`src/rtl/two_stack_text_buffer_macros.svh`:
```
// ----------------------------------------------------------------------------
// Assertion macros for the two-stack text buffer
// Concurrent checks that vanish when SYNTH is defined.
// ----------------------------------------------------------------------------
`ifndef TWO_STACK_TEXT_BUFFER_MACROS_SVH
`define TWO_STACK_TEXT_BUFFER_MACROS_SVH

`ifndef SYNTH
`define TSTB_ASSERT_ALWAYS(lbl, clk, rst, cond) \
   lbl: assert property (@(posedge clk) disable iff (rst) (cond)) \
      else $error("tstb assertion failed");
`define TSTB_ASSERT_IMPLY(lbl, clk, rst, ante, cons) \
   lbl: assert property (@(posedge clk) disable iff (rst) (ante) |-> (cons)) \
      else $error("tstb assertion failed");
`define TSTB_ASSERT_NEXT(lbl, clk, rst, ante, cons) \
   lbl: assert property (@(posedge clk) disable iff (rst) (ante) |=> (cons)) \
      else $error("tstb assertion failed");
`else
`define TSTB_ASSERT_ALWAYS(lbl, clk, rst, cond)
`define TSTB_ASSERT_IMPLY(lbl, clk, rst, ante, cons)
`define TSTB_ASSERT_NEXT(lbl, clk, rst, ante, cons)
`endif

`endif

```
`src/rtl/tstb_pkg.sv`:
```
// ----------------------------------------------------------------------------
// tstb_pkg
// Shared types and codes of the two-stack text buffer.
// ----------------------------------------------------------------------------
package tstb_pkg;

   localparam int CHAR_W = 8;
   localparam int OP_W = 3;
   localparam int STATUS_W = 2;

   typedef enum logic [OP_W-1:0] {
      OP_INSERT  = 3'd0,
      OP_DELETE  = 3'd1,
      OP_LEFT    = 3'd2,
      OP_RIGHT   = 3'd3,
      OP_DISPLAY = 3'd4
   } tstb_op_type;

   typedef enum logic [STATUS_W-1:0] {
      ST_OK    = 2'd0,
      ST_EMPTY = 2'd1,
      ST_FULL  = 2'd2
   } tstb_status_type;

   typedef enum logic [1:0] {
      S_IDLE,
      S_EXEC,
      S_DISP
   } tstb_state_type;

   // Commands from the controller to the datapath.
   typedef struct packed {
      logic take;     // latch the command and issue its first store read
      logic do_edit;  // finish an edit command and load its result
      logic do_disp;  // emit one displayed character
   } tstb_cmd_type;

   // Status from the datapath to the controller.
   typedef struct packed {
      logic legal;      // incoming op code is a defined command
      logic disp_busy;  // incoming op is a display of non-empty text
      logic disp_last;  // the current display character is the final one
      logic out_free;   // the result register can be loaded this cycle
   } tstb_stat_type;

endpackage

```
`src/rtl/tstb_req_if.sv`:
```
// ----------------------------------------------------------------------------
// tstb_req_if
// Command channel: op code and character with a valid/ready handshake.
// ----------------------------------------------------------------------------
interface tstb_req_if;
   logic                          valid;
   logic                          ready;
   logic [tstb_pkg::OP_W-1:0]     op;
   logic [tstb_pkg::CHAR_W-1:0]   char_in;

   modport source (output valid, output op, output char_in, input ready);
   modport sink   (input valid, input op, input char_in, output ready);
endinterface

```
`src/rtl/tstb_rsp_if.sv`:
```
// ----------------------------------------------------------------------------
// tstb_rsp_if
// Result channel: status, character and framing with a valid/ready handshake.
// ----------------------------------------------------------------------------
interface tstb_rsp_if;
   logic                          valid;
   logic                          ready;
   logic [tstb_pkg::STATUS_W-1:0] status;
   logic [tstb_pkg::CHAR_W-1:0]   char_out;
   logic                          is_text;
   logic                          last;

   modport source (output valid, output status, output char_out, output is_text,
                   output last, input ready);
   modport sink   (input valid, input status, input char_out, input is_text,
                   input last, output ready);
endinterface

```
`src/rtl/two_stack_text_buffer.sv`:
```
// ----------------------------------------------------------------------------
// two_stack_text_buffer
// Line of text with a cursor, held as a gap buffer in one byte store.
// ----------------------------------------------------------------------------
// Use of the block:
// Commands arrive on req_chan (op, char_in) and results leave on rsp_chan
// (status, char_out, is_text, last); each channel moves a transfer when valid
// and ready are both high. Insert, delete, cursor left and cursor right give
// one status result each; display gives one result per character in text
// order, marked last on the final one, or a single non-text result when the
// text is empty. Undefined op codes are taken and give no result.
// An edit result is loaded into the result register from the EXEC state
// after its command transfer. A display reads its first character at the
// transfer, loads it from the DISP state and then emits one character per
// cycle while the receiver is ready; the single read port of the text
// store sets that pace. A new command is taken once the current one has
// loaded its last result, even while that result waits in the output
// register. If the receiver stalls, the result register holds and the block
// waits with it. Reset empties the text and clears the output valid flag;
// the store contents are not cleared, as only written entries are used.
// ----------------------------------------------------------------------------
module two_stack_text_buffer #(
   parameter int CAPACITY = 64
) (
   input  logic        clock,
   input  logic        reset,
   tstb_req_if.sink    req_chan,
   tstb_rsp_if.source  rsp_chan
);

   // Command and status groups between the sequencer and the datapath.
   tstb_pkg::tstb_cmd_type  cmd;
   tstb_pkg::tstb_stat_type stat;

   // The sequencer owns the request handshake: it is ready only between
   // commands, and it paces each command by the state of the result register.
   tstb_ctrl u_ctrl (
      .clock     (clock),
      .reset     (reset),
      .req_valid (req_chan.valid),
      .req_ready (req_chan.ready),
      .stat      (stat),
      .cmd       (cmd)
   );

   // The datapath holds both stack counts, the text store and the result
   // register that drives the response channel.
   tstb_datapath #(
      .CAPACITY (CAPACITY)
   ) u_datapath (
      .clock        (clock),
      .reset        (reset),
      .req_op       (req_chan.op),
      .req_char_in  (req_chan.char_in),
      .cmd          (cmd),
      .stat         (stat),
      .rsp_valid    (rsp_chan.valid),
      .rsp_ready    (rsp_chan.ready),
      .rsp_status   (rsp_chan.status),
      .rsp_char_out (rsp_chan.char_out),
      .rsp_is_text  (rsp_chan.is_text),
      .rsp_last     (rsp_chan.last)
   );

endmodule

```
`src/rtl/tstb_ram.sv`:
```
// ----------------------------------------------------------------------------
// tstb_ram
// Generic simple dual-port RAM, one write and one registered read port.
// ----------------------------------------------------------------------------
module tstb_ram #(
   parameter int WIDTH = 8,
   parameter int DEPTH = 64
) (
   input  logic                     clock,
   input  logic                     wr_en,
   input  logic [$clog2(DEPTH)-1:0] wr_addr,
   input  logic [WIDTH-1:0]         wr_data,
   input  logic                     rd_en,
   input  logic [$clog2(DEPTH)-1:0] rd_addr,
   output logic [WIDTH-1:0]         rd_data
);

   logic [WIDTH-1:0] store_ff [DEPTH];
   logic [WIDTH-1:0] rd_data_ff;

   always_ff @(posedge clock) begin
      if (wr_en) begin
         store_ff[wr_addr] <= wr_data;
      end
      if (rd_en) begin
         rd_data_ff <= store_ff[rd_addr];
      end
   end

   assign rd_data = rd_data_ff;

endmodule

```
`src/rtl/tstb_datapath.sv`:
```
// ----------------------------------------------------------------------------
// tstb_datapath
// Stack counters, text store and result register of the text buffer.
// ----------------------------------------------------------------------------
`include "two_stack_text_buffer_macros.svh"

module tstb_datapath #(
   parameter int CAPACITY = 64
) (
   input  logic                              clock,
   input  logic                              reset,
   input  logic [tstb_pkg::OP_W-1:0]         req_op,
   input  logic [tstb_pkg::CHAR_W-1:0]       req_char_in,
   input  tstb_pkg::tstb_cmd_type            cmd,
   output tstb_pkg::tstb_stat_type           stat,
   output logic                              rsp_valid,
   input  logic                              rsp_ready,
   output logic [tstb_pkg::STATUS_W-1:0]     rsp_status,
   output logic [tstb_pkg::CHAR_W-1:0]       rsp_char_out,
   output logic                              rsp_is_text,
   output logic                              rsp_last
);

   localparam int CW = $clog2(CAPACITY + 1);
   localparam int AW = $clog2(CAPACITY);
   localparam logic [CW-1:0] CAP_C = CW'(CAPACITY);

   logic [CW-1:0] left_ff, left_in;
   logic [CW-1:0] right_ff, right_in;
   logic [CW-1:0] idx_ff, idx_in;
   logic [tstb_pkg::OP_W-1:0]   op_ff, op_in;
   logic [tstb_pkg::CHAR_W-1:0] char_ff, char_in;

   logic                          rsp_valid_ff, rsp_valid_in;
   tstb_pkg::tstb_status_type     rsp_status_ff, rsp_status_in;
   logic [tstb_pkg::CHAR_W-1:0]   rsp_char_ff, rsp_char_in;
   logic                          rsp_is_text_ff, rsp_is_text_in;
   logic                          rsp_last_ff, rsp_last_in;
   logic                          load;

   logic [CW:0]   total;
   logic [CW-1:0] gap;
   logic [CW-1:0] left_dec;
   logic [CW-1:0] right_src;
   logic [CW-1:0] right_dst;
   logic [CW-1:0] idx_next;
   logic          full;
   logic          disp_last;

   logic                        wr_en;
   logic [AW-1:0]               wr_addr;
   logic [tstb_pkg::CHAR_W-1:0] wr_data;
   logic                        rd_en;
   logic [AW-1:0]               rd_addr;
   logic [tstb_pkg::CHAR_W-1:0] rd_data;

   // Store address of the i-th character of the text: left stack first,
   // then the right stack beyond the gap.
   function automatic logic [AW-1:0] src_addr(input logic [CW-1:0] i,
                                              input logic [CW-1:0] lcnt,
                                              input logic [CW-1:0] gsize);
      logic [CW-1:0] sum;
      sum = i + gsize;
      if (i < lcnt) begin
         return i[AW-1:0];
      end
      return sum[AW-1:0];
   endfunction

   assign total     = {1'b0, left_ff} + {1'b0, right_ff};
   assign gap       = CAP_C - total[CW-1:0];
   assign full      = (total >= {1'b0, CAP_C});
   assign left_dec  = left_ff - CW'(1);
   assign right_src = CAP_C - right_ff;
   assign right_dst = CAP_C - right_ff - CW'(1);
   assign idx_next  = idx_ff + CW'(1);
   assign disp_last = (idx_next == total[CW-1:0]);

   always_comb begin
      stat.legal = req_op inside {tstb_pkg::OP_INSERT, tstb_pkg::OP_DELETE,
                                  tstb_pkg::OP_LEFT, tstb_pkg::OP_RIGHT,
                                  tstb_pkg::OP_DISPLAY};
      stat.disp_busy = (req_op == tstb_pkg::OP_DISPLAY) && (total != '0);
      stat.disp_last = disp_last;
      stat.out_free  = !rsp_valid_ff || rsp_ready;
   end

   always_comb begin
      left_in        = left_ff;
      right_in       = right_ff;
      idx_in         = idx_ff;
      op_in          = op_ff;
      char_in        = char_ff;
      wr_en          = 1'b0;
      wr_addr        = '0;
      wr_data        = rd_data;
      rd_en          = 1'b0;
      rd_addr        = '0;
      load           = 1'b0;
      rsp_status_in  = tstb_pkg::ST_OK;
      rsp_char_in    = '0;
      rsp_is_text_in = 1'b0;
      rsp_last_in    = 1'b1;

      if (cmd.take) begin
         op_in   = req_op;
         char_in = req_char_in;
         idx_in  = '0;
         rd_en   = 1'b1;
         case (req_op)
            tstb_pkg::OP_LEFT: begin
               rd_addr = left_dec[AW-1:0];
            end
            tstb_pkg::OP_RIGHT: begin
               rd_addr = right_src[AW-1:0];
            end
            tstb_pkg::OP_DISPLAY: begin
               rd_addr = src_addr('0, left_ff, gap);
            end
            default: begin
               rd_addr = '0;
            end
         endcase
      end

      if (cmd.do_edit) begin
         load = 1'b1;
         case (op_ff)
            tstb_pkg::OP_INSERT: begin
               if (full) begin
                  rsp_status_in = tstb_pkg::ST_FULL;
               end else begin
                  wr_en   = 1'b1;
                  wr_addr = left_ff[AW-1:0];
                  wr_data = char_ff;
                  left_in = left_ff + CW'(1);
               end
            end
            tstb_pkg::OP_DELETE: begin
               if (left_ff == '0) begin
                  rsp_status_in = tstb_pkg::ST_EMPTY;
               end else begin
                  left_in = left_dec;
               end
            end
            tstb_pkg::OP_LEFT: begin
               if (left_ff == '0) begin
                  rsp_status_in = tstb_pkg::ST_EMPTY;
               end else begin
                  wr_en    = 1'b1;
                  wr_addr  = right_dst[AW-1:0];
                  left_in  = left_dec;
                  right_in = right_ff + CW'(1);
               end
            end
            tstb_pkg::OP_RIGHT: begin
               if (right_ff == '0) begin
                  rsp_status_in = tstb_pkg::ST_EMPTY;
               end else begin
                  wr_en    = 1'b1;
                  wr_addr  = left_ff[AW-1:0];
                  left_in  = left_ff + CW'(1);
                  right_in = right_ff - CW'(1);
               end
            end
            default: begin
               // Display of an empty text: one plain result.
               rsp_status_in = tstb_pkg::ST_OK;
            end
         endcase
      end

      if (cmd.do_disp) begin
         load           = 1'b1;
         rsp_char_in    = rd_data;
         rsp_is_text_in = 1'b1;
         rsp_last_in    = disp_last;
         // Characters of the right stack are copied down into place as they
         // pass, which leaves the cursor at the end of the text.
         if (idx_ff >= left_ff) begin
            wr_en   = 1'b1;
            wr_addr = idx_ff[AW-1:0];
         end
         idx_in = idx_next;
         if (disp_last) begin
            left_in  = total[CW-1:0];
            right_in = '0;
         end else begin
            rd_en   = 1'b1;
            rd_addr = src_addr(idx_next, left_ff, gap);
         end
      end

      if (load) begin
         rsp_valid_in = 1'b1;
      end else if (rsp_ready) begin
         rsp_valid_in = 1'b0;
      end else begin
         rsp_valid_in = rsp_valid_ff;
      end
   end

   always_ff @(posedge clock) begin
      if (reset) begin
         left_ff      <= '0;
         right_ff     <= '0;
         rsp_valid_ff <= 1'b0;
      end else begin
         left_ff      <= left_in;
         right_ff     <= right_in;
         rsp_valid_ff <= rsp_valid_in;
      end
   end

   always_ff @(posedge clock) begin
      idx_ff  <= idx_in;
      op_ff   <= op_in;
      char_ff <= char_in;
      if (load) begin
         rsp_status_ff  <= rsp_status_in;
         rsp_char_ff    <= rsp_char_in;
         rsp_is_text_ff <= rsp_is_text_in;
         rsp_last_ff    <= rsp_last_in;
      end
   end

   tstb_ram #(
      .WIDTH (tstb_pkg::CHAR_W),
      .DEPTH (CAPACITY)
   ) u_store (
      .clock   (clock),
      .wr_en   (wr_en),
      .wr_addr (wr_addr),
      .wr_data (wr_data),
      .rd_en   (rd_en),
      .rd_addr (rd_addr),
      .rd_data (rd_data)
   );

   assign rsp_valid    = rsp_valid_ff;
   assign rsp_status   = rsp_status_ff;
   assign rsp_char_out = rsp_char_ff;
   assign rsp_is_text  = rsp_is_text_ff;
   assign rsp_last     = rsp_last_ff;

   `TSTB_ASSERT_ALWAYS(a_counts_fit, clock, reset, total <= {1'b0, CAP_C})
   `TSTB_ASSERT_NEXT(a_disp_emits, clock, reset, cmd.do_disp, rsp_valid_ff && rsp_is_text_ff)
   `TSTB_ASSERT_NEXT(a_disp_ends_at_end, clock, reset, cmd.do_disp && disp_last, right_ff == '0)

endmodule

```
`src/rtl/tstb_ctrl.sv`:
```
// ----------------------------------------------------------------------------
// tstb_ctrl
// Command sequencer of the text buffer.
// ----------------------------------------------------------------------------
`include "two_stack_text_buffer_macros.svh"

module tstb_ctrl (
   input  logic                    clock,
   input  logic                    reset,
   input  logic                    req_valid,
   output logic                    req_ready,
   input  tstb_pkg::tstb_stat_type stat,
   output tstb_pkg::tstb_cmd_type  cmd
);

   tstb_pkg::tstb_state_type state_ff, state_in;

   always_comb begin
      state_in = state_ff;
      case (state_ff)
         tstb_pkg::S_IDLE: begin
            if (req_valid && stat.legal) begin
               state_in = stat.disp_busy ? tstb_pkg::S_DISP : tstb_pkg::S_EXEC;
            end
         end
         tstb_pkg::S_EXEC: begin
            if (stat.out_free) begin
               state_in = tstb_pkg::S_IDLE;
            end
         end
         tstb_pkg::S_DISP: begin
            if (stat.out_free && stat.disp_last) begin
               state_in = tstb_pkg::S_IDLE;
            end
         end
         default: begin
            state_in = tstb_pkg::S_IDLE;
         end
      endcase
   end

   always_comb begin
      req_ready   = 1'b0;
      cmd.take    = 1'b0;
      cmd.do_edit = 1'b0;
      cmd.do_disp = 1'b0;
      case (state_ff)
         tstb_pkg::S_IDLE: begin
            req_ready = 1'b1;
            cmd.take  = req_valid;
         end
         tstb_pkg::S_EXEC: begin
            cmd.do_edit = stat.out_free;
         end
         tstb_pkg::S_DISP: begin
            cmd.do_disp = stat.out_free;
         end
         default: begin
            req_ready = 1'b0;
         end
      endcase
   end

   always_ff @(posedge clock) begin
      if (reset) begin
         state_ff <= tstb_pkg::S_IDLE;
      end else begin
         state_ff <= state_in;
      end
   end

   `TSTB_ASSERT_ALWAYS(a_one_cmd, clock, reset, $onehot0({cmd.take, cmd.do_edit, cmd.do_disp}))
   `TSTB_ASSERT_NEXT(a_disp_holds, clock, reset, (state_ff == tstb_pkg::S_DISP) && !stat.out_free, state_ff == tstb_pkg::S_DISP)

endmodule
```
`src/flat_wrapper.sv`:
```
// flat-port wrapper written by rule: the top's interface ports become plain ports
module two_stack_text_buffer_flat 
#(
   parameter int CAPACITY = 64
)
  (clock, reset, req_chan_valid, req_chan_op, req_chan_char_in, req_chan_ready, rsp_chan_valid, rsp_chan_status, rsp_chan_char_out, rsp_chan_is_text, rsp_chan_last, rsp_chan_ready);
  tstb_req_if req_chan_i ();
  tstb_rsp_if rsp_chan_i ();
  input  logic clock;
  input  logic reset;
  input wire logic [$bits(req_chan_i.valid)-1:0] req_chan_valid;
  input wire logic [$bits(req_chan_i.op)-1:0] req_chan_op;
  input wire logic [$bits(req_chan_i.char_in)-1:0] req_chan_char_in;
  output wire logic [$bits(req_chan_i.ready)-1:0] req_chan_ready;
  output wire logic [$bits(rsp_chan_i.valid)-1:0] rsp_chan_valid;
  output wire logic [$bits(rsp_chan_i.status)-1:0] rsp_chan_status;
  output wire logic [$bits(rsp_chan_i.char_out)-1:0] rsp_chan_char_out;
  output wire logic [$bits(rsp_chan_i.is_text)-1:0] rsp_chan_is_text;
  output wire logic [$bits(rsp_chan_i.last)-1:0] rsp_chan_last;
  input wire logic [$bits(rsp_chan_i.ready)-1:0] rsp_chan_ready;
  assign req_chan_i.valid = req_chan_valid;
  assign req_chan_i.op = req_chan_op;
  assign req_chan_i.char_in = req_chan_char_in;
  assign req_chan_ready = req_chan_i.ready;
  assign rsp_chan_valid = rsp_chan_i.valid;
  assign rsp_chan_status = rsp_chan_i.status;
  assign rsp_chan_char_out = rsp_chan_i.char_out;
  assign rsp_chan_is_text = rsp_chan_i.is_text;
  assign rsp_chan_last = rsp_chan_i.last;
  assign rsp_chan_i.ready = rsp_chan_ready;
  two_stack_text_buffer #(.CAPACITY(CAPACITY)) u_core (.clock(clock), .reset(reset), .req_chan(req_chan_i), .rsp_chan(rsp_chan_i));
endmodule
```
`config.mk`:
```
export PLATFORM = sky130hd
export DESIGN_NAME = two_stack_text_buffer_flat
export DESIGN_NICKNAME = d
export VERILOG_FILES = /design/src/rtl/tstb_pkg.sv /design/src/rtl/tstb_req_if.sv /design/src/rtl/tstb_rsp_if.sv /design/src/rtl/two_stack_text_buffer.sv /design/src/rtl/tstb_ram.sv /design/src/rtl/tstb_datapath.sv /design/src/rtl/tstb_ctrl.sv /design/src/flat_wrapper.sv
export VERILOG_INCLUDE_DIRS = /design/src /design/src/rtl
export SDC_FILE = /design/constraint.sdc
export NUM_CORES = 1
export LEC_CHECK = 0
export ABC_AREA = 1
export BUFFER_PORTS_ARGS = -buffer_cell sky130_fd_sc_hd__buf_2
export CORE_AREA = 2 2 264 266
export DETAILED_ROUTE_END_ITERATION = 16
export DIE_AREA = 0 0 266 268
export GPL_TIMING_DRIVEN = 0
export PLACE_DENSITY = 0.62
export SYNTH_ARGS = -nofsm -noshare
export SYNTH_HDL_FRONTEND = slang
export SYNTH_SLANG_ARGS = --single-unit
```
`constraint.sdc`:
```
create_clock -name clock -period 7.15 [get_ports clock]
set_input_delay 0 -clock clock [delete_from_list [all_inputs] [get_ports clock]]
set_output_delay 0 -clock clock [all_outputs]
set_load 0.02 [all_outputs]
```
# Word level (Yosys, flattened, before mapping)
# Memory sizes are Yosys's and may differ from the RTL's. A register that Yosys moved wholly into a read port is not among the register bits.
# Index checks and enable logic that the tools add are counted.
# word_totals
mem_bits_rw	512
ff_bits	47
output_inout_bits	14
mem_count	1
# op_classes
add_sub_neg	10
order_cmp	4
reduce_logical	16
eq_ne	13
muxes	69
# mem_list
name	depth	word_bits	read_ports	rd_ports_with_merged_regs	write_ports	line_no	text
u_core.u_datapath.u_store.store_ff	64	8	1	1	1	tstb_ram.sv:18	logic [WIDTH-1:0] store_ff [DEPTH];
# op_table
operator	n
7-bit 2-to-1 mux	13
6-bit 2-to-1 mux	13
6-bit one-hot mux with 3 select lines	2
1-bit 2-to-1 mux	28
8-bit 2-to-1 mux	3
7-bit by 1-bit adder with 7-bit output, second input constant	3
7-bit one-hot mux with 3 select lines	1
7-bit logical NOT	2
7-bit one-hot mux with 2 select lines	1
7-bit by 1-bit subtractor with 7-bit output, second input constant	2
3-bit by 2-bit equality test with 1-bit output, second input constant	4
2-bit one-hot mux with 3 select lines	2
1-bit by 6-bit subtractor with 6-bit output, first input constant	2
2-bit 2-to-1 mux	5
7-bit by 7-bit adder with 8-bit output	1
8-bit by 7-bit greater-or-equal comparator with 1-bit output, second input constant	1
8-bit nonzero test	1
7-bit equality test	1
7-bit greater-or-equal comparator	1
1-bit by 7-bit less-than comparator with 1-bit output, first input constant	1
7-bit less-than comparator	1
6-bit adder	1
3-bit by 1-bit equality test with 1-bit output, second input constant	2
3-bit logical NOT	2
14 further kinds	19

# Longest topological paths before layout
# Gate-level depths: netlist of run 1.
# logic_depth
ltp_word	9
mapped_depth	25

# Cells and area by module
# A second synthesis of run 1 with hierarchy kept.
# hier_totals
hier_cells	2499
hier_area_um2	26080.0
# modules_own_cells
module	area_per_inst_um2	seq_area_each_um2	cells_each	n_inst
tstb_ram	21419.3	15615.0	1805	1
tstb_datapath	4481.8	1201.2	660	1
tstb_ctrl	178.9	40.0	34	1

# Worst setup path before layout of run 1
# No wires, ideal clock.
# synth_timing
path_type	register to register
from	register u_core.u_datapath.left_ff[0]
to	memory u_core.u_datapath.u_store.store_ff[0][5] (data pin)
t_arrival_ns	3.824
synth_period_minus_slack_ns	4.373
required_time_ns	6.601
n_path_buf	1
slack_ns	2.777
path_stages_with_launch	13
path_cell_list	dfxtp_1 ha_1 fa_1 nand2_1 nand3_1 nand2_1 nand2_1 nand2_1 inv_2 nand3_1 clkbuf_1 nor2_1 a21oi_1
# synth_via
elab_chain_cells	5
# synth_lines
item	line_no	text
start, declared	tstb_datapath.sv:28	logic [CW-1:0] left_ff, left_in;
start signal, assigned	tstb_datapath.sv:209	left_ff <= left_in;
7-bit by 7-bit adder with 8-bit output	tstb_datapath.sv:70	assign total = {1'b0, left_ff} + {1'b0, right_ff};
8-bit by 7-bit greater-or-equal comparator with 1-bit output	tstb_datapath.sv:72	assign full = (total >= {1'b0, CAP_C});
8-bit 2-to-1 mux	tstb_datapath.sv:130	if (full) begin
8-bit 2-to-1 mux	tstb_datapath.sv:128	case (op_ff)
8-bit 2-to-1 mux	tstb_datapath.sv:126	if (cmd.do_edit) begin
net u_core.u_datapath.u_store.wr_data[5]	tstb_ram.sv:12	input logic [WIDTH-1:0] wr_data,
end, declared	tstb_ram.sv:18	
# The timed path passes the listed nets, and every way through them passes these cells.

# Worst setup path after layout of run 1
# layout_timing
from	register u_core.u_datapath.left_ff[0]
to	register u_core.u_datapath.u_store.rd_data_ff[2], in the netlist u_core.u_datapath.u_store.rd_data[2], read port of u_core.u_datapath.u_store.store_ff (data pin)
# layout_via
elab_chain_cells	9
elab_cells_between_ends	21
# layout_lines
item	line_no	text
branches (longest 9 deep; another with 7-bit by 7-bit adder with 8-bit output)	-	
end, declared	tstb_ram.sv:19	logic [WIDTH-1:0] rd_data_ff;
# Several ways; the timed one is not identified. The select of a mux whose other input is x is not followed.
# A chain may end at the register's enable or synchronous reset.

==> results of run 1 <==
-- flip-flops by register name (all words and copies together) (netlist names) --
| register | cells |
|---|---|
| u_core.u_ctrl.state_ff | 2 |
| u_core.u_datapath.char_ff | 8 |
| u_core.u_datapath.idx_ff | 7 |
| u_core.u_datapath.left_ff | 7 |
| u_core.u_datapath.op_ff | 3 |
| u_core.u_datapath.right_ff | 7 |
| u_core.u_datapath.rsp_char_out | 8 |
| u_core.u_datapath.rsp_is_text | 1 |
| u_core.u_datapath.rsp_last | 1 |
| u_core.u_datapath.rsp_status | 2 |
| u_core.u_datapath.rsp_valid | 1 |
| u_core.u_datapath.u_store.rd_data | 8 |
| u_core.u_datapath.u_store.store_ff | 512 |
-- power breakdown --
group          internal (W)  switching [W]
Combinational      0.000235       0.000605
Clock               0.00165        0.00131
Sequential          0.00378      0.0000173
-- cell families (layout without fill, tap and decap cells) --
kind of cell / after synthesis / in the layout / synth area share
and+or+nand+nor: 1388 / 1388 / 0.247
xor gates and xnor gates: 21 / 21 / 0.00677
AOI/OAI and AO/OA: 123 / 123 / 0.0263
adders and majority gates: 38 / 38 / 0.0181
DFF: 567 / 567 / 0.620
buffers and inverters: 522 / 687 / 0.0811
-- layer usage --
| layer | share of wire | wire length, um |
|---|---|---|
| met5 | 0.00078 | 67 |
| met3 | 0.10 | 8860 |
| met4 | 0.037 | 3180 |
| met2 | 0.44 | 37800 |
| met1 | 0.42 | 36000 |
-- final cells by class --
type / count / share of cell area
Clock buffer: 77 / 0.0508
Buffer: 139 / 0.0249
Multi-Input combinational cell: 1570 / 0.266
Sequential cell: 567 / 0.547
Inverter: 383 / 0.0467
Timing Repair Buffer: 60 / 0.0205
Clock inverter: 28 / 0.00824
Tap cell: 882 / 0.0358
-- cells in the final DEF (no fill, tap or decap), drive strengths merged, types with 3 or more instances in the layout --
| master | netlist | routed |
|---|---|---|
| nand3 | 583 | 583 |
| edfxtp | 550 | 550 |
| nand2 | 469 | 469 |
| inv | 378 | 379 |
| nand3b | 176 | 176 |
| buf | 128 | 172 |
| nor2 | 137 | 137 |
| clkbuf | 11 | 88 |
| o21ai | 43 | 43 |
| a21oi | 43 | 43 |
| ha | 36 | 36 |
| clkinv | 5 | 26 |
| xor2 | 17 | 17 |
| dfxtp | 17 | 17 |
| dlygate4sd3 | 0 | 16 |
| nor3 | 10 | 10 |
| nand4 | 8 | 8 |
| o221ai | 7 | 7 |
| o22ai | 6 | 6 |
| a31oi | 5 | 5 |
| xnor2 | 4 | 4 |
| o211ai | 4 | 4 |
| o21a | 3 | 3 |
| a22oi | 3 | 3 |
| clkinvlp | 0 | 3 |
| bufinv | 0 | 3 |
-- cell usage after synthesis (17+ instances only) --
library cell | n | area (sq um)
a21oi_1 | 43 | 215
buf_2 | 96 | 480
buf_4 | 27 | 203
dfxtp_1 | 17 | 340
edfxtp_1 | 550 | 16500
ha_1 | 36 | 450
inv_1 | 367 | 1380
nand2_1 | 458 | 1720
nand3_1 | 580 | 2900
nand3b_1 | 176 | 1320
nor2_1 | 133 | 499
o21ai_0 | 36 | 180
xor2_1 | 17 | 149
-- critical path, delay by kind of cell, from the launching register on --
kind | cells | cell delay [ps]
compound gates | 3 | 560
xor+xnor | 1 | 230
flops | 1 | 610
simple gates | 6 | 1010
buf+inv | 5 | 1040
fa+ha+maj | 4 | 1310
-- stage by stage --
step | setup WS [ps] | setup TNS, ps | util | hold slack, ps | instance area, sq um
final | 2100 | 0 | 0.452 | 72.3 | 30800
after global routing | 2010 | 0 | 0.452 | 68.6 | 30800
after CTS | 2260 | 0 | 0.452 | 55.7 | 30800
after detailed placement | 2290 | 0 | 0.423 | 178 | 28800
after global placement | -1120 | -336310 | 0.416 | 181 | 28400
after floorplan | 2780 | 0 | - | 69.1 | 27200
-- what timing repair did --
action,4_1_cts,5_1_grt
hold buffers,16,0
hold endpoints to repair,32,0
gates resized for setup,0,0
-- path summary, 6_finish.rpt --
| check | start | slack, ps | to | depth (start not counted) |
|---|---|---|---|---|
| min reg2reg | u_core.u_datapath.u_store.rd_data[6]$_DFFE_PP_ | 620 | u_core.u_datapath.rsp_char_out[6]$_SDFFCE_PN0P_ | 2 |
| max reg2reg | u_core.u_datapath.left_ff[0]$_SDFF_PP0_ | 2100 | u_core.u_datapath.u_store.rd_data[2]$_DFFE_PP_ | 19 |
| min | req_chan_char_in[1] | 70 | u_core.u_datapath.char_ff[1]$_DFFE_PP_ | 2 |
| max | u_core.u_datapath.left_ff[0]$_SDFF_PP0_ | 2100 | u_core.u_datapath.u_store.rd_data[2]$_DFFE_PP_ | 19 |
==> impl_metrics.yaml, run 1 <==
sta:
  fin_skew_ps: 17.6
  setup_viol: 0
  hold_violations: 0
  slew_violations: 0
  rsz0062_at_grt: "false"
  maxSlewHeadroom: 0.181
  fmax_ghz: 0.198
  fin_crit_sh: 0.707
  fin_crit_ps: 5050
  worst_pin_slew_ps: 1220
floorplan:
  fp.dieArea_sq_um: 71300
  chipHeight_um: 268
  rows: 96
  core-area_sq_um: 68200
  start_util: 0.398
  ios: 29
  die_w_um: 266
placed_design:
  port_buffers: 28
  dp_hpwl_um: 60900
  place_inst: 3585
  gp_congestion: 0.964
global_route:
  grt_pass1_vias: 19400
  grt_max_degree: 34
  use_met2: 0.366
  groute.usage.overall: 0.238
  overflow: 0
  antenna_found_initial: 0
  use_met3: 0.0429
  use_met1: 0.337
  busiest_layer: "met2"
  grt_pass1_wl_um: 125000
detailed_routing:
  drt_iter0_markers: 2703
  vias: 20700
  drtPass1Iterations: 7
  drc: 0
  detail_route.wl_per_cell_um: 23.2
  antenna_left: 0
  viasPerCell: 5.59
  wirelength_um: 85800
yosys:
  syn-cell-area_sq_um: 27200
  postSynthCellCount: 2659
  synth.avg_cell_area_sq_um: 10.2
  async_flop_share: 0
  synthFlopType: "edfxtp_1"
  synth_warnings: 0
  synth_cell_types: 44
  synth-edff-count: 550
  synth_nets: 2712
  synth_seq_cells: 567
  yosysSeqAreaShare: 0.620
cells_and_area:
  seq_area_sq_um: 16900
  nFillCells: 6299
  multi_input_area_sq_um: 8200
  instances_no_fill: 3706
  syn_to_final_growth_pct: 13.4
  antennaDiodeCount: 0
  finalNetCount: 2833
  drive_gt1_frac: 0.103
critical_path:
  critPathLaunchType: "flop"
  crit_required_ps: 7520
  cp_max_fo: 11
  path_class: "reg -> reg"
  end_kind: "flop"
  path_common_cell: "nand3_1"
  critPathMaxStageDelay_ps: 610
  cp.arrival_ps: 5430
  cp_cell_sequence: "ha_1 > fa_1 > inv_1 > ha_1 > xor2_1 > inv_1 > ha_1 > nand2_1 > inv_1 > o21ai_0 > o21ai_0 > o21ai_2 > buf_2 > buf_2 > nand3_1 > nand3_1 > nand3_1 > nand3_1 > nand2_1"
  slowest_stage: "dfxtp_1"
clocking:
  cts_root_buffer: "clkbuf_16"
  htreeDepth: 2
  cts_made_buffers: 59
  cts.sinks: 567
  clockBufferDepth: 3
  post_cts_buffers: 0
  clock_latency_ps: 660
  clk_pin_slew_worst_paths_ps: 60
  cts_tree: "yes"
pwr:
  ir_drop_mv: 0.216
  power_w: 0.00759
  p_leak_nw: 12.0
  power_density_nw_per_um2: 246
hold_path:
  holdCritPathClass: "in -> reg"
run:
  max-cap-violations: 0
status:
  status: "completed"
(Power assumes the default switching activity.)
==> run 2: changes to the inputs <==
--- a/config.mk
+++ b/config.mk
@@ -12,7 +12,7 @@
 export DETAILED_ROUTE_END_ITERATION = 16
 export DIE_AREA = 0 0 266 268
 export GPL_TIMING_DRIVEN = 0
-export PLACE_DENSITY = 0.62
+export PLACE_DENSITY = 0.64
 export SYNTH_ARGS = -nofsm -noshare
 export SYNTH_HDL_FRONTEND = slang
 export SYNTH_SLANG_ARGS = --single-unit
==> constraint.sdc (replaced) <==
create_clock -name clock -period 4.4 [get_ports clock]
set_input_delay 0 -clock clock [delete_from_list [all_inputs] [get_ports clock]]
set_output_delay 0 -clock clock [all_outputs]
set_load 0.02 [all_outputs]
==> impl_metrics.yaml, run 2 (synthesis results as in run 1) <==
critical_path:
  end_kind: "flop"
  cp_max_fo: 9
  crit_required_ps: 4660
  crit_start: "u_core.u_datapath.right_ff[2]$_SDFF_PP0_"
  r2r_start: "u_core.u_datapath.right_ff[2]$_SDFF_PP0_"
  critPathLaunchType: "flop"
  ff2ff_path_depth: 18
  cp.arrival_ps: 4700
  path_class: "reg -> reg"
cells_and_area:
  final_common_cell: "nand3_1"
  syn_to_final_growth_pct: 15.9
  fin_util: 0.461
  regMostFlops: "u_core.u_datapath.u_store.store_ff"
  finalNetCount: 2850
  final_cell_mix: "nand3_1 (571), edfxtp_1 (550), nand2_1 (449)"
  antennaDiodeCount: 0
  drive_gt1_frac: 0.143
  design_area_sq_um: 31500
  largest_register_ffs: 512
global_route:
  grt_pass1_wl_um: 125000
  grt_pass1_vias: 19300
  overflow: 0
  antenna_found_initial: 2
  groute.usage.overall: 0.236
  grt_max_degree: 38
sta:
  rsz0062_at_grt: "true"
  fmax_ghz: 0.225
  slew_violations: 0
  fin_crit_ps: 4440
  hold_violations: 0
  fin_skew_ps: 34.6
  maxSlewHeadroom: 0.283
  worst_slack_ps: -44.4
  holdWs_ps: 94.6
  worst_pin_slew_ps: 1070
  fin_crit_sh: 1.01
  setup_viol: 98
clocking:
  htreeDepth: 2
  cts.sinks: 567
  clock_latency_ps: 650
  cts_tree: "yes"
  clk_pin_slew_worst_paths_ps: 60
  cts_made_buffers: 58
  cts_root_buffer: "clkbuf_16"
  clockBufferDepth: 3
run:
  max-cap-violations: 0
detailed_routing:
  vias: 20700
  drt_iter0_markers: 2627
  detail_route.wl_per_cell_um: 23.2
  drc: 0
  antenna_left: 0
  drtPass1Iterations: 7
  wirelength_um: 86300
  viasPerCell: 5.55
status:
  violations: "negative setup slack"
  status: "finished, violations left"
floorplan:
  core-area_sq_um: 68200
  chipHeight_um: 268
  ios: 29
  start_util: 0.398
  fp.dieArea_sq_um: 71300
  die_w_um: 266
  rows: 96
hold_path:
  holdCritPathClass: "in -> reg"
  min-delay-start: "req_chan_char_in[0]"
  min_delay_path_depth: 2
pwr:
  ir_drop_mv: 0.326
  power_w: 0.0124
  power_density_nw_per_um2: 395
  p_leak_nw: 12.2
placed_design:
  gp_congestion: 0.917
  place_area_sq_um: 28800
  dp_hpwl_um: 60000
  pre_cts_ws_ps: -456
  port_buffers: 28
==> run 2: cell types whose count changed in the layout (fill, tap and decap cells not counted), moves of 8 or more <==
cell | before | now
nand2_2 | 11 | 19
nor2_2 | 5 | 48
nor2_4 | 0 | 22
nand3_1 | 580 | 571
clkbuf_4 | 0 | 10
nor2_1 | 132 | 67
buf_4 | 27 | 51
clkbuf_1 | 28 | 17
nand2_1 | 458 | 449
buf_2 | 124 | 105
==> run 2: routing by layer <==
| metal | vias to the layer above | part of all wire | GRT usage |
|---|---|---|---|
| li1 | 9367 | - | - |
| met1 | 10000 | 0.42 | 0.339 |
| met2 | 1097 | 0.44 | 0.363 |
| met3 | 192 | 0.097 | 0.0380 |
| met4 | 2 | 0.036 | 0.0829 |
| met5 | - | 0.00015 | 0 |
==> run 2: path summary, 6_finish.rpt <==
kind                                                         end  slack [ps]
max reg2reg  u_core.u_datapath.u_store.store_ff[46][2]$_DFFE_PP_         -40
min reg2reg             u_core.u_datapath.right_ff[0]$_SDFF_PP0_         570
max          u_core.u_datapath.u_store.store_ff[46][2]$_DFFE_PP_         -40
min                       u_core.u_datapath.char_ff[0]$_DFFE_PP_          90
==> run 2: layout make-up <==
type / instances / area (sq um)
clock buffers: 68 / 1490
fillers: 6261 / 36800
inverters: 383 / 1440
multi-input cells: 1571 / 8620
plain buffers: 139 / 825
flip-flops and latches: 567 / 16900
repair buffers: 77 / 797
clock inverters: 36 / 339
well taps: 882 / 1100
==> run 2: critical path, stage by stage, from the launching register on <==
cell      delay (ps)
dfxtp_1          510
ha_1             370
inv_2            100
nand2_1           70
nand3b_1         120
nand2_1           60
nand2_1          100
nand2_1           60
a21oi_1          130
nand2_1          120
inv_2            130
nand2_1           60
nand2_1          170
inv_2            130
o21ai_1          220
nand2_1           70
o21ai_1          480
nand2_1          520
nor2_2           660
==> run 2: per-stage QoR <==
step | std cells | setup TNS, ps
after floorplan | 2659 | 0
after global placement | 3569 | -1706160
after detailed placement | 3584 | -29610
after CTS | 3707 | -149
after global routing | 3723 | -63030
final | 3723 | -1930
==> run 2: what timing repair did <==
item,in CTS,in global routing
resized for setup,68,83
pin swaps,2,12
setup endpoints to repair,468,584
endpoints found under the hold margin,29,0
setup buffers,3,15
hold buffers,16,0
gates cloned,0,1
==> run 2: power by group <==
group          internal [W]  switching (W)  leakage [nW]  total [W]
Clock               0.00271        0.00213         0.889    0.00483
Sequential          0.00614      0.0000253          5.10    0.00617
Combinational      0.000407        0.00101          6.19    0.00142
